## config.mk

```make
export PLATFORM = sky130hd
export DESIGN_NAME = servo_teach_playback_stepper_core
export DESIGN_NICKNAME = d
export VERILOG_FILES = /design/src/rtl/stpb_pkg.sv /design/src/rtl/stpb_axis_alu.sv /design/src/rtl/stpb_seq.sv /design/src/rtl/servo_teach_playback_stepper_core.sv
export SDC_FILE = /design/constraint.sdc
export NUM_CORES = 2
export LEC_CHECK = 0
export CORE_AREA = 2 2 410 412
export DETAILED_ROUTE_END_ITERATION = 10
export DIE_AREA = 0 0 412 414
export DONT_BUFFER_PORTS = 1
export HOLD_SLACK_MARGIN = 0.03
export PLACE_DENSITY = 0.79
export SLEW_MARGIN = 20
export SYNTH_ARGS = -nofsm -noshare
export SYNTH_HDL_FRONTEND = slang
export SYNTH_SLANG_ARGS = --single-unit
```

## constraint.sdc

```tcl
create_clock -name clk -period 8.51 [get_ports clk]
set_clock_uncertainty 0.05 [all_clocks]
set_input_delay 0.851 -clock clk [delete_from_list [all_inputs] [get_ports clk]]
set_output_delay 0.851 -clock clk [all_outputs]
set_load 0.01 [all_outputs]
```

## src/rtl/stpb_pkg.sv

```systemverilog
// ----------------------------------------------------------------------------
// Servo teach-and-playback stepper: package
// Sizes, function codes, direction codes and the structs shared by the modules.
// ----------------------------------------------------------------------------
`timescale 1ns / 1ps

package stpb_pkg;

    localparam int TABLE_SLOTS = 64;
    localparam int AXES        = 3;
    localparam int IN_AXES     = 3;
    localparam int OUT_AXES    = (AXES < IN_AXES) ? AXES : IN_AXES;

    localparam int PULSE_W    = 12;
    localparam int VEL_W      = 8;
    localparam int FUNC_W     = 3;
    localparam int ENTRY_W    = 6;
    localparam int RECORDED_W = 7;
    localparam int STEP_W     = 13;
    localparam int DIR_W      = 2;
    localparam int SLOT_W     = $clog2(TABLE_SLOTS + 1);
    localparam int ADDR_W     = $clog2(TABLE_SLOTS);
    localparam int AXIS_W     = (AXES > 1) ? $clog2(AXES) : 1;
    localparam int WORD_W     = AXES * PULSE_W;

    localparam int IN_DATA_W  = 48;
    localparam int OUT_DATA_W = 48;
    localparam int CFG_IDX_W  = 1;
    localparam int CFG_DATA_W = 12;

    localparam logic [PULSE_W-1:0] HOME_RESET = PULSE_W'(1500);
    localparam logic [VEL_W-1:0]   VEL_RESET  = VEL_W'(1);

    localparam logic [FUNC_W-1:0] FUNC_DRIVE  = 3'd0;
    localparam logic [FUNC_W-1:0] FUNC_RECORD = 3'd1;
    localparam logic [FUNC_W-1:0] FUNC_CLEAR  = 3'd2;
    localparam logic [FUNC_W-1:0] FUNC_PLAY   = 3'd3;
    localparam logic [FUNC_W-1:0] FUNC_TICK   = 3'd4;

    localparam logic [DIR_W-1:0] DIR_NONE = 2'd0;
    localparam logic [DIR_W-1:0] DIR_UP   = 2'd1;
    localparam logic [DIR_W-1:0] DIR_DOWN = 2'd2;

    localparam logic [CFG_IDX_W-1:0] CFG_STEP_VELOCITY = 1'd0;
    localparam logic [CFG_IDX_W-1:0] CFG_HOME_PULSE    = 1'd1;

    typedef logic [PULSE_W-1:0] pulse_t;

    typedef enum logic {
        ALU_PLAN,
        ALU_STEP
    } alu_op_t;

    typedef struct packed {
        logic [FUNC_W-1:0]        func;
        pulse_t [IN_AXES-1:0]     pulse;
        logic [ENTRY_W-1:0]       entry;
    } item_t;

    typedef struct packed {
        logic [VEL_W-1:0] velocity;
        logic             home_load;
        pulse_t           home;
    } cfg_t;

    typedef struct packed {
        pulse_t [IN_AXES-1:0]     pos;
        logic                     moving;
        logic [RECORDED_W-1:0]    recorded;
        logic                     table_full;
    } status_t;

    typedef struct packed {
        alu_op_t            op;
        pulse_t             from;
        pulse_t             to;
        logic [STEP_W-1:0]  step;
        pulse_t             span;
        logic [DIR_W-1:0]   dir;
        pulse_t             longest;
    } alu_in_t;

    typedef struct packed {
        logic [DIR_W-1:0]   dir;
        pulse_t             span;
        pulse_t             longest;
        pulse_t             pos;
    } alu_out_t;

endpackage

```

## src/rtl/stpb_axis_alu.sv

```systemverilog
// ----------------------------------------------------------------------------
// Servo teach-and-playback stepper: shared axis unit
// Plans one axis of a move (direction, distance, running maximum) or steps one
// axis along it. The sequencer walks the axes through this unit one at a time.
// ----------------------------------------------------------------------------
`timescale 1ns / 1ps

module stpb_axis_alu
(
    input  stpb_pkg::alu_in_t  alu_in,
    output stpb_pkg::alu_out_t alu_out
);
    import stpb_pkg::*;

    logic [PULSE_W:0] diff;
    logic [PULSE_W:0] neg_diff;
    pulse_t           travel;

    always_comb
    begin
        diff     = {1'b0, alu_in.to} - {1'b0, alu_in.from};
        neg_diff = '0 - diff;
        travel   = '0;
        alu_out  = '0;
        alu_out.longest = alu_in.longest;
        alu_out.pos     = alu_in.from;
        case (alu_in.op)
            ALU_PLAN:
            begin
                if (diff == '0)
                begin
                    alu_out.dir  = DIR_NONE;
                    alu_out.span = '0;
                end
                else if (diff[PULSE_W])
                begin
                    alu_out.dir  = DIR_DOWN;
                    alu_out.span = neg_diff[PULSE_W-1:0];
                end
                else
                begin
                    alu_out.dir  = DIR_UP;
                    alu_out.span = diff[PULSE_W-1:0];
                end
                if (alu_out.span > alu_in.longest)
                begin
                    alu_out.longest = alu_out.span;
                end
            end
            ALU_STEP:
            begin
                // Travel so far is capped at this axis's own distance.
                if (alu_in.step < STEP_W'(alu_in.span))
                begin
                    travel = alu_in.step[PULSE_W-1:0];
                end
                else
                begin
                    travel = alu_in.span;
                end
                alu_out.dir  = alu_in.dir;
                alu_out.span = alu_in.span;
                if (alu_in.dir == DIR_UP)
                begin
                    alu_out.pos = alu_in.from + travel;
                end
                else if (alu_in.dir == DIR_DOWN)
                begin
                    alu_out.pos = alu_in.from - travel;
                end
            end
            default:
            begin
                alu_out.pos = alu_in.from;
            end
        endcase
    end

endmodule

```

## src/rtl/stpb_seq.sv

```systemverilog
// ----------------------------------------------------------------------------
// Servo teach-and-playback stepper: sequencer
// Holds the axis state and the pose table and runs play and tick items through
// the shared axis unit, one axis per cycle.
// ----------------------------------------------------------------------------
`timescale 1ns / 1ps

module stpb_seq
(
    input  logic             clk,
    input  logic             rst_n,
    input  logic             start,
    input  stpb_pkg::item_t  item,
    input  stpb_pkg::cfg_t   cfg,
    input  logic             out_free,
    output logic             idle,
    output logic             res_valid,
    output stpb_pkg::status_t status
);
    import stpb_pkg::*;

    typedef enum logic [2:0] {
        S_IDLE,
        S_FILL,
        S_READ,
        S_PLAN,
        S_PLAN_END,
        S_STEP,
        S_STEP_END,
        S_FINISH
    } state_t;

    state_t                  state_reg, state_next;
    pulse_t                  live_reg   [AXES];
    pulse_t                  live_next  [AXES];
    pulse_t                  rest_reg   [AXES];
    pulse_t                  rest_next  [AXES];
    pulse_t                  target_reg [AXES];
    pulse_t                  target_next[AXES];
    pulse_t                  dist_reg   [AXES];
    pulse_t                  dist_next  [AXES];
    logic [DIR_W-1:0]        dir_reg    [AXES];
    logic [DIR_W-1:0]        dir_next   [AXES];
    logic [STEP_W-1:0]       step_reg, step_next;
    pulse_t                  longest_reg, longest_next;
    logic                    busy_reg, busy_next;
    logic [SLOT_W-1:0]       slot_reg, slot_next;
    logic                    full_reg, full_next;
    logic [AXIS_W-1:0]       axis_reg, axis_next;
    logic [ADDR_W-1:0]       fill_reg, fill_next;
    logic [ADDR_W-1:0]       entry_reg;

    logic [WORD_W-1:0]       mem [TABLE_SLOTS];
    logic [WORD_W-1:0]       mem_q;
    logic [WORD_W-1:0]       mem_wdata;
    logic [ADDR_W-1:0]       mem_waddr;
    logic                    mem_we;

    alu_in_t                 alu_in;
    alu_out_t                alu_out;
    logic [STEP_W-1:0]       step_sum;
    logic                    last_axis;

    stpb_axis_alu u_alu
    (
        .alu_in  (alu_in),
        .alu_out (alu_out)
    );

    always_comb
    begin
        for (int a = 0; a < AXES; a++)
        begin
            mem_wdata[a*PULSE_W +: PULSE_W] = live_reg[a];
        end
        mem_waddr = (state_reg == S_FILL) ? fill_reg : slot_reg[ADDR_W-1:0];
    end

    always_ff @(posedge clk)
    begin
        if (mem_we)
        begin
            mem[mem_waddr] <= mem_wdata;
        end
        mem_q <= mem[entry_reg];
    end

    always_ff @(posedge clk)
    begin
        if (start)
        begin
            entry_reg <= ADDR_W'(item.entry);
        end
    end

    always_comb
    begin
        alu_in.op      = (state_reg == S_STEP) ? ALU_STEP : ALU_PLAN;
        alu_in.from    = rest_reg[axis_reg];
        alu_in.to      = mem_q[axis_reg*PULSE_W +: PULSE_W];
        alu_in.step    = step_reg;
        alu_in.span    = dist_reg[axis_reg];
        alu_in.dir     = dir_reg[axis_reg];
        alu_in.longest = longest_reg;
        step_sum       = step_reg + STEP_W'(cfg.velocity);
        last_axis      = (axis_reg == AXIS_W'(AXES - 1));
    end

    always_comb
    begin
        state_next   = state_reg;
        live_next    = live_reg;
        rest_next    = rest_reg;
        target_next  = target_reg;
        dist_next    = dist_reg;
        dir_next     = dir_reg;
        step_next    = step_reg;
        longest_next = longest_reg;
        busy_next    = busy_reg;
        slot_next    = slot_reg;
        full_next    = full_reg;
        axis_next    = axis_reg;
        fill_next    = fill_reg;
        mem_we       = 1'b0;
        res_valid    = 1'b0;

        case (state_reg)
            S_IDLE:
            begin
                if (start)
                begin
                    full_next  = 1'b0;
                    state_next = S_FINISH;
                    case (item.func)
                        FUNC_DRIVE:
                        begin
                            if (!busy_reg)
                            begin
                                for (int a = 0; a < AXES; a++)
                                begin
                                    live_next[a] = item.pulse[(a < IN_AXES - 1) ? a : IN_AXES - 1];
                                end
                            end
                        end
                        FUNC_RECORD:
                        begin
                            if (slot_reg >= SLOT_W'(TABLE_SLOTS))
                            begin
                                full_next = 1'b1;
                            end
                            else if (slot_reg == '0)
                            begin
                                // The first record after a clear fills the whole table.
                                fill_next  = '0;
                                state_next = S_FILL;
                            end
                            else
                            begin
                                mem_we    = 1'b1;
                                slot_next = slot_reg + SLOT_W'(1);
                            end
                        end
                        FUNC_CLEAR:
                        begin
                            slot_next = '0;
                        end
                        FUNC_PLAY:
                        begin
                            if (!busy_reg && (int'(item.entry) < TABLE_SLOTS))
                            begin
                                if (item.entry == '0)
                                begin
                                    rest_next = live_reg;
                                end
                                longest_next = '0;
                                axis_next    = '0;
                                state_next   = S_READ;
                            end
                        end
                        FUNC_TICK:
                        begin
                            if (busy_reg)
                            begin
                                axis_next  = '0;
                                state_next = S_STEP;
                            end
                        end
                        default:
                        begin
                            state_next = S_FINISH;
                        end
                    endcase
                end
            end
            S_FILL:
            begin
                mem_we    = 1'b1;
                fill_next = fill_reg + ADDR_W'(1);
                if (fill_reg == ADDR_W'(TABLE_SLOTS - 1))
                begin
                    slot_next  = SLOT_W'(1);
                    state_next = S_FINISH;
                end
            end
            S_READ:
            begin
                state_next = S_PLAN;
            end
            S_PLAN:
            begin
                target_next[axis_reg] = alu_in.to;
                dir_next[axis_reg]    = alu_out.dir;
                dist_next[axis_reg]   = alu_out.span;
                longest_next          = alu_out.longest;
                axis_next             = axis_reg + AXIS_W'(1);
                if (last_axis)
                begin
                    state_next = S_PLAN_END;
                end
            end
            S_PLAN_END:
            begin
                step_next  = STEP_W'(1);
                state_next = S_FINISH;
                if (longest_reg == '0)
                begin
                    for (int a = 0; a < AXES; a++)
                    begin
                        live_next[a] = target_reg[a];
                        rest_next[a] = target_reg[a];
                    end
                    busy_next = 1'b0;
                end
                else
                begin
                    busy_next = 1'b1;
                end
            end
            S_STEP:
            begin
                if (dir_reg[axis_reg] != DIR_NONE)
                begin
                    live_next[axis_reg] = alu_out.pos;
                end
                axis_next = axis_reg + AXIS_W'(1);
                if (last_axis)
                begin
                    state_next = S_STEP_END;
                end
            end
            S_STEP_END:
            begin
                step_next  = step_sum;
                state_next = S_FINISH;
                // Past the longest distance every axis lands exactly on its target.
                if (step_sum > STEP_W'(longest_reg))
                begin
                    for (int a = 0; a < AXES; a++)
                    begin
                        live_next[a] = target_reg[a];
                        rest_next[a] = target_reg[a];
                    end
                    busy_next = 1'b0;
                end
            end
            S_FINISH:
            begin
                if (out_free)
                begin
                    res_valid  = 1'b1;
                    state_next = S_IDLE;
                end
            end
            default:
            begin
                state_next = S_IDLE;
            end
        endcase

        if (cfg.home_load)
        begin
            for (int a = 0; a < AXES; a++)
            begin
                live_next[a] = cfg.home;
                rest_next[a] = cfg.home;
            end
            busy_next = 1'b0;
        end
    end

    always_ff @(posedge clk or negedge rst_n)
    begin
        if (!rst_n)
        begin
            state_reg   <= S_IDLE;
            for (int a = 0; a < AXES; a++)
            begin
                live_reg[a]   <= HOME_RESET;
                rest_reg[a]   <= HOME_RESET;
                target_reg[a] <= '0;
                dist_reg[a]   <= '0;
                dir_reg[a]    <= DIR_NONE;
            end
            step_reg    <= '0;
            longest_reg <= '0;
            busy_reg    <= 1'b0;
            slot_reg    <= '0;
            full_reg    <= 1'b0;
            axis_reg    <= '0;
            fill_reg    <= '0;
        end
        else
        begin
            state_reg   <= state_next;
            live_reg    <= live_next;
            rest_reg    <= rest_next;
            target_reg  <= target_next;
            dist_reg    <= dist_next;
            dir_reg     <= dir_next;
            step_reg    <= step_next;
            longest_reg <= longest_next;
            busy_reg    <= busy_next;
            slot_reg    <= slot_next;
            full_reg    <= full_next;
            axis_reg    <= axis_next;
            fill_reg    <= fill_next;
        end
    end

    always_comb
    begin
        status = '0;
        for (int i = 0; i < OUT_AXES; i++)
        begin
            status.pos[i] = live_reg[i];
        end
        status.moving     = busy_reg;
        status.recorded   = RECORDED_W'(slot_reg);
        status.table_full = full_reg;
        idle              = (state_reg == S_IDLE);
    end

endmodule

```

## src/rtl/servo_teach_playback_stepper_core.sv

```systemverilog
// ----------------------------------------------------------------------------
// Servo teach-and-playback stepper: top level
// Stream ports, configuration registers and the result register.
// ----------------------------------------------------------------------------
// Each accepted word returns one result word with the three live pulse widths,
// the moving flag, the recorded slot count and the table-full flag. The block
// takes one word at a time. A tick and a play walk the shared axis unit one
// axis per cycle, and the first record after a clear fills the pose table
// through its single write port, one slot per cycle. A new word is taken
// while the last result still waits in the output register.
`timescale 1ns / 1ps

module servo_teach_playback_stepper_core
(
    input  logic                               clk,
    input  logic                               rst_n,
    input  logic                               s_tvalid,
    output logic                               s_tready,
    // pulse_a [11:0], pulse_b [23:12], pulse_c [35:24], entry [41:36]
    input  logic [stpb_pkg::IN_DATA_W-1:0]     s_tdata,
    // func [2:0]
    input  logic [stpb_pkg::FUNC_W-1:0]        s_tuser,
    output logic                               m_tvalid,
    input  logic                               m_tready,
    // out_a [11:0], out_b [23:12], out_c [35:24], moving [36],
    // recorded [43:37], table_full [44]
    output logic [stpb_pkg::OUT_DATA_W-1:0]    m_tdata,
    input  logic                               cfg_valid,
    output logic                               cfg_ready,
    input  logic [stpb_pkg::CFG_IDX_W-1:0]     cfg_index,
    input  logic [stpb_pkg::CFG_DATA_W-1:0]    cfg_data
);
    import stpb_pkg::*;

    logic [VEL_W-1:0]        velocity_reg;
    logic                    m_tvalid_reg;
    logic [OUT_DATA_W-1:0]   m_tdata_reg;
    logic [OUT_DATA_W-1:0]   result_word;
    logic                    cfg_write;
    logic                    start;
    logic                    out_free;
    logic                    seq_idle;
    logic                    res_valid;
    item_t                   item;
    cfg_t                    cfg;
    status_t                 status;

    assign cfg_ready = 1'b1;
    assign cfg_write = cfg_valid && cfg_ready;
    assign s_tready  = seq_idle;
    assign start     = s_tvalid && s_tready;
    assign out_free  = !m_tvalid_reg || m_tready;

    always_comb
    begin
        item.func = s_tuser;
        for (int i = 0; i < IN_AXES; i++)
        begin
            item.pulse[i] = s_tdata[i*PULSE_W +: PULSE_W];
        end
        item.entry = s_tdata[IN_AXES*PULSE_W +: ENTRY_W];

        // A zero velocity moves like a velocity of one.
        cfg.velocity  = (velocity_reg == '0) ? VEL_W'(1) : velocity_reg;
        cfg.home_load = cfg_write && (cfg_index == CFG_HOME_PULSE);
        cfg.home      = cfg_data[PULSE_W-1:0];
    end

    always_ff @(posedge clk or negedge rst_n)
    begin
        if (!rst_n)
        begin
            velocity_reg <= VEL_RESET;
        end
        else if (cfg_write)
        begin
            case (cfg_index)
                CFG_STEP_VELOCITY:
                begin
                    velocity_reg <= cfg_data[VEL_W-1:0];
                end
                default:
                begin
                    velocity_reg <= velocity_reg;
                end
            endcase
        end
    end

    stpb_seq u_seq
    (
        .clk       (clk),
        .rst_n     (rst_n),
        .start     (start),
        .item      (item),
        .cfg       (cfg),
        .out_free  (out_free),
        .idle      (seq_idle),
        .res_valid (res_valid),
        .status    (status)
    );

    always_comb
    begin
        result_word = '0;
        for (int i = 0; i < IN_AXES; i++)
        begin
            result_word[i*PULSE_W +: PULSE_W] = status.pos[i];
        end
        result_word[IN_AXES*PULSE_W]                      = status.moving;
        result_word[IN_AXES*PULSE_W + 1 +: RECORDED_W]    = status.recorded;
        result_word[IN_AXES*PULSE_W + 1 + RECORDED_W]     = status.table_full;
    end

    always_ff @(posedge clk or negedge rst_n)
    begin
        if (!rst_n)
        begin
            m_tvalid_reg <= 1'b0;
        end
        else if (res_valid)
        begin
            m_tvalid_reg <= 1'b1;
        end
        else if (m_tready)
        begin
            m_tvalid_reg <= 1'b0;
        end
    end

    always_ff @(posedge clk)
    begin
        if (res_valid)
        begin
            m_tdata_reg <= result_word;
        end
    end

    assign m_tvalid = m_tvalid_reg;
    assign m_tdata  = m_tdata_reg;

endmodule

```

==> key figures <==
CTS
  • Clock sink count: 2595
  • CTS buffer count: 241
  • Total setup buffers inserted after CTS: 0
  • Clk Latency, worst-skew pair: 0.90 ns
  • Max H-tree Level: 4
  • Clock tree root driver cell: clkbuf_16
  • CTS tree: done
  • Worst-path clk slew: 0.07 ns
  • Clock Path Buffers: 3

Setup path
  • Critical path's slowest cell: dfrtp_2
  • CP Buf/Inv Count: 2
  • CP top delay family: compound AO/OA/AOI/OAI gates
  • Crit path top cell by count: o21a_1
  • CP max FO: 26
  • Crit path required time: 9.25 ns
  • Kind of critical path: reg2reg
  • CP Capture Type: register
  • Crit start category: register
  • Peak per-stage delay on the critical path: 0.75 ns
  • FF-to-FF setup slack: 0.73 ns
  • Data arrival time of the critical path: 8.53 ns

Power
  • Cell-internal power: 0.0256 W
  • Leakage: 38.1 nW
  • Sw Share: 0.335
  • Net switching power: 0.0129 W
  • Clock power share: 0.293
  • Max IR drop VDD: 334 uV
  • Seq pwr share: 0.443
  • PD cells: 332 nW/um^2
  • Power share of the combinational group: 0.264

Synthesis
  • Synthesized flop and latch total: 2595
  • Cell count after synthesis: 5169
  • Synth Area in Simple Gates: 0.0273
  • Synth top area share: 0.680
  • Post-synth top area cell: edfxtp_1
  • YS warnings: 0
  • Synth Flop Type: edfxtp_1
  • Ys async rst share: 0.0786
  • Main combinational cell family by area after synthesis: multiplexers
  • Adder-cell share of the synthesized area: 0.0105
  • Synth Area per Inst: 20.1 um^2
  • Post-synthesis mux area share: 0.171
  • Compound-Gate Fraction of Synth Area: 0.0380
  • Top post-synthesis cells by area: edfxtp_1 (68%), mux4_2 (16%), dfrtp_1 (3.9%), dfstp_2 (1.1%), nand2_1 (1.1%)
  • Distinct cells, synth: 94
  • Post-synth EDFFs: 2355
  • Top post-synthesis cells by count: edfxtp_1 (2355), mux4_2 (752), nand2_1 (300), nor2_1 (191), clkbuf_1 (190)
  • Seq/Total Area, Yosys: 0.736
  • Mapped Area: 104000 um^2
  • Post-Synth XOR/XNOR Area: 0.00319
  • Cell with the most instances after synthesis: edfxtp_1

Final layout
  • Synth-to-Final Area Change: 11.4%
  • Nets: 5439
  • Fillers: 9348
  • Fraction of layout cells with a size suffix above 1: 0.263
  • Max reg flops: 2304

Routing
  • Starting DRC count in detailed routing: 9462
  • DRC: 0
  • Antenna viol nets, final: 0
  • Vias/cell: 7.36
  • Wire per inst: 38.5 um
  • Routed vias: 56800
  • Final wirelength: 297000 um
  • DRT Pass-1 Iters: 10

STA
  • Hold Slack: 0.0793 ns
  • Fmax: 0.128 GHz
  • Max Transition Viols Final: 0
  • Relative slew slack: 0.240
  • Final setup vio count: 0
  • Tmin final: 7.78 ns
  • RSZ-0062 raised after global routing: false
  • Setup TNS Final: 0 ns
  • Period utilization: 0.915
  • Measured slew at the worst slew-check pin: 1.11 ns
  • Final Hold Vio Count: 0

Global route
  • Initial antenna violation count: 39
  • Total track usage: 0.352
  • Pin count of the biggest net entering global routing: 205
  • Gr ovfl total: 0
  • First-pass GRT wire length: 421000 um
  • Vias in the first global route: 56300

Floorplan
  • Die X: 412 um
  • # rows: 150
  • Starting Density: 0.626
  • Total die area: 171000 um^2
  • Area of the core: 166000 um^2
  • Top-Level Pins: 120
  • Chip height: 414 um

Job
  • Max Cap Viol: 0

Place
  • Post-DP HPWL: 155000 um
  • PortBufs: 0
  • GP Congestion: 0.945

Worst hold path
  • Worst hold path class: in2reg

Run status
  • Run status: completed
==> cell usage in the layout, fill, tap and decap left out, types with 37 or more instances in the layout <==
cell	count
o21ai_0	186
clkbuf_16	244
mux2i_1	65
a21oi_1	122
dfrtp_1	144
nor2_1	126
nand3_1	43
nor2_4	65
edfxtp_1	2355
a21o_1	57
clkbuf_1	37
inv_1	77
nand2_1	300
mux4_2	752
clkinv_1	49
buf_4	135
ha_1	79
clkinv_2	53
dfstp_2	42
==> layer usage <==
layer  up-vias  GRT usage  wire [um]
met2      4877      0.555     144000
met3       931     0.0894      36100
li1      21600          -          -
met5         -          0        281
met1     29400      0.466      99700
met4        40      0.167      16700
==> stage by stage <==
step                      worst slack [ns]  utilization  power [W]  std cells  instance area, um^2
after floorplan                       1.25            -     0.0234       5171               104000
after global placement               0.990        0.646     0.0267       7238               107000
after detailed placement             0.923        0.646     0.0270       7238               107000
after CTS                            0.864        0.696     0.0382       7707               116000
after global routing                 0.366        0.696     0.0397       7713               116000
final                                0.727        0.697     0.0385       7720               116000
==> worst reg2reg max path: stages, from the launching register on <==
cell and delay (ns):
dfrtp_2 0.75, buf_4 0.62, mux2i_1 0.17, o21ai_0 0.74
inv_1 0.13, ha_1 0.44, o21a_1 0.22, a2bb2oi_1 0.25
o31ai_2 0.11, xor2_1 0.29, nand3_2 0.18, or4_1 0.48
or3_1 0.37, and2_1 0.23, ha_1 0.31, nor2b_1 0.14
o21a_1 0.17, o21a_1 0.17, o21bai_1 0.15, nand3_1 0.10
a21oi_1 0.14, a311oi_1 0.10, maj3_2 0.37, a211o_1 0.27
o21ai_1 0.46, a221o_1 0.27
==> cell families after synthesis <==
logic type,after synthesis
buffers and inverters,360
xor gates and xnor gates,37
and+or+nand+nor,654
DFF,2595
adders and majority gates,85
muxes,836
other,2
AOI/OAI and AO/OA,600
==> cell type report <==
cell class                 instances  area, um^2  area share
timing repair buffer             156        1370      0.0118
sequential                      2595       76600       0.662
inverter                          77         289     0.00250
clock buffer                     294        6420      0.0555
antenna                           12        30.0    0.000259
multi-input combinational       2216       26600       0.229
tap                             2204        2760      0.0238
clock inverter                   166        1750      0.0151
==> path summary, 6_finish.rpt <==
| path | from | to | cells past startpoint |
|---|---|---|---|
| max | u_seq.axis_reg[0]$_DFFE_PN0P_ | u_seq.longest_reg[6]$_DFFE_PN0P_ | 25 |
| min | cfg_data[2] | velocity_reg[2]$_DFFE_PN0P_ | 1 |
| max reg2reg | u_seq.axis_reg[0]$_DFFE_PN0P_ | u_seq.longest_reg[6]$_DFFE_PN0P_ | 25 |
| min reg2reg | u_seq.full_reg$_DFFE_PN0P_ | m_tdata[44]$_DFFE_PP_ | 0 |
| max in group asynchronous | rst_n | u_seq.status[38]$_DFFE_PN0P_ | 3 |
| min in group asynchronous | rst_n | u_seq.fill_reg[0]$_DFFE_PN0P_ | 2 |
==> repair_timing <==
item | CTS | global route
hold buffers | 9 | 0
gates resized for setup | 0 | 0
endpoints found under the hold margin | 211 | 0
endpoints found under the setup margin | 0 | 0
==> power by group through the flow <==
| stage | clock (W) | combinational (W) | sequential [W] |
|---|---|---|---|
| after CTS | 0.0113 | 0.00992 | 0.0170 |
| final | 0.0113 | 0.0102 | 0.0170 |
| after global routing | 0.0117 | 0.0109 | 0.0171 |
| after detailed placement | 0 | 0.00979 | 0.0173 |
| after global placement | 0 | 0.00951 | 0.0172 |
| after floorplan | 0 | 0.00589 | 0.0175 |
No activity file was read; power rests on OpenSTA's default activity.
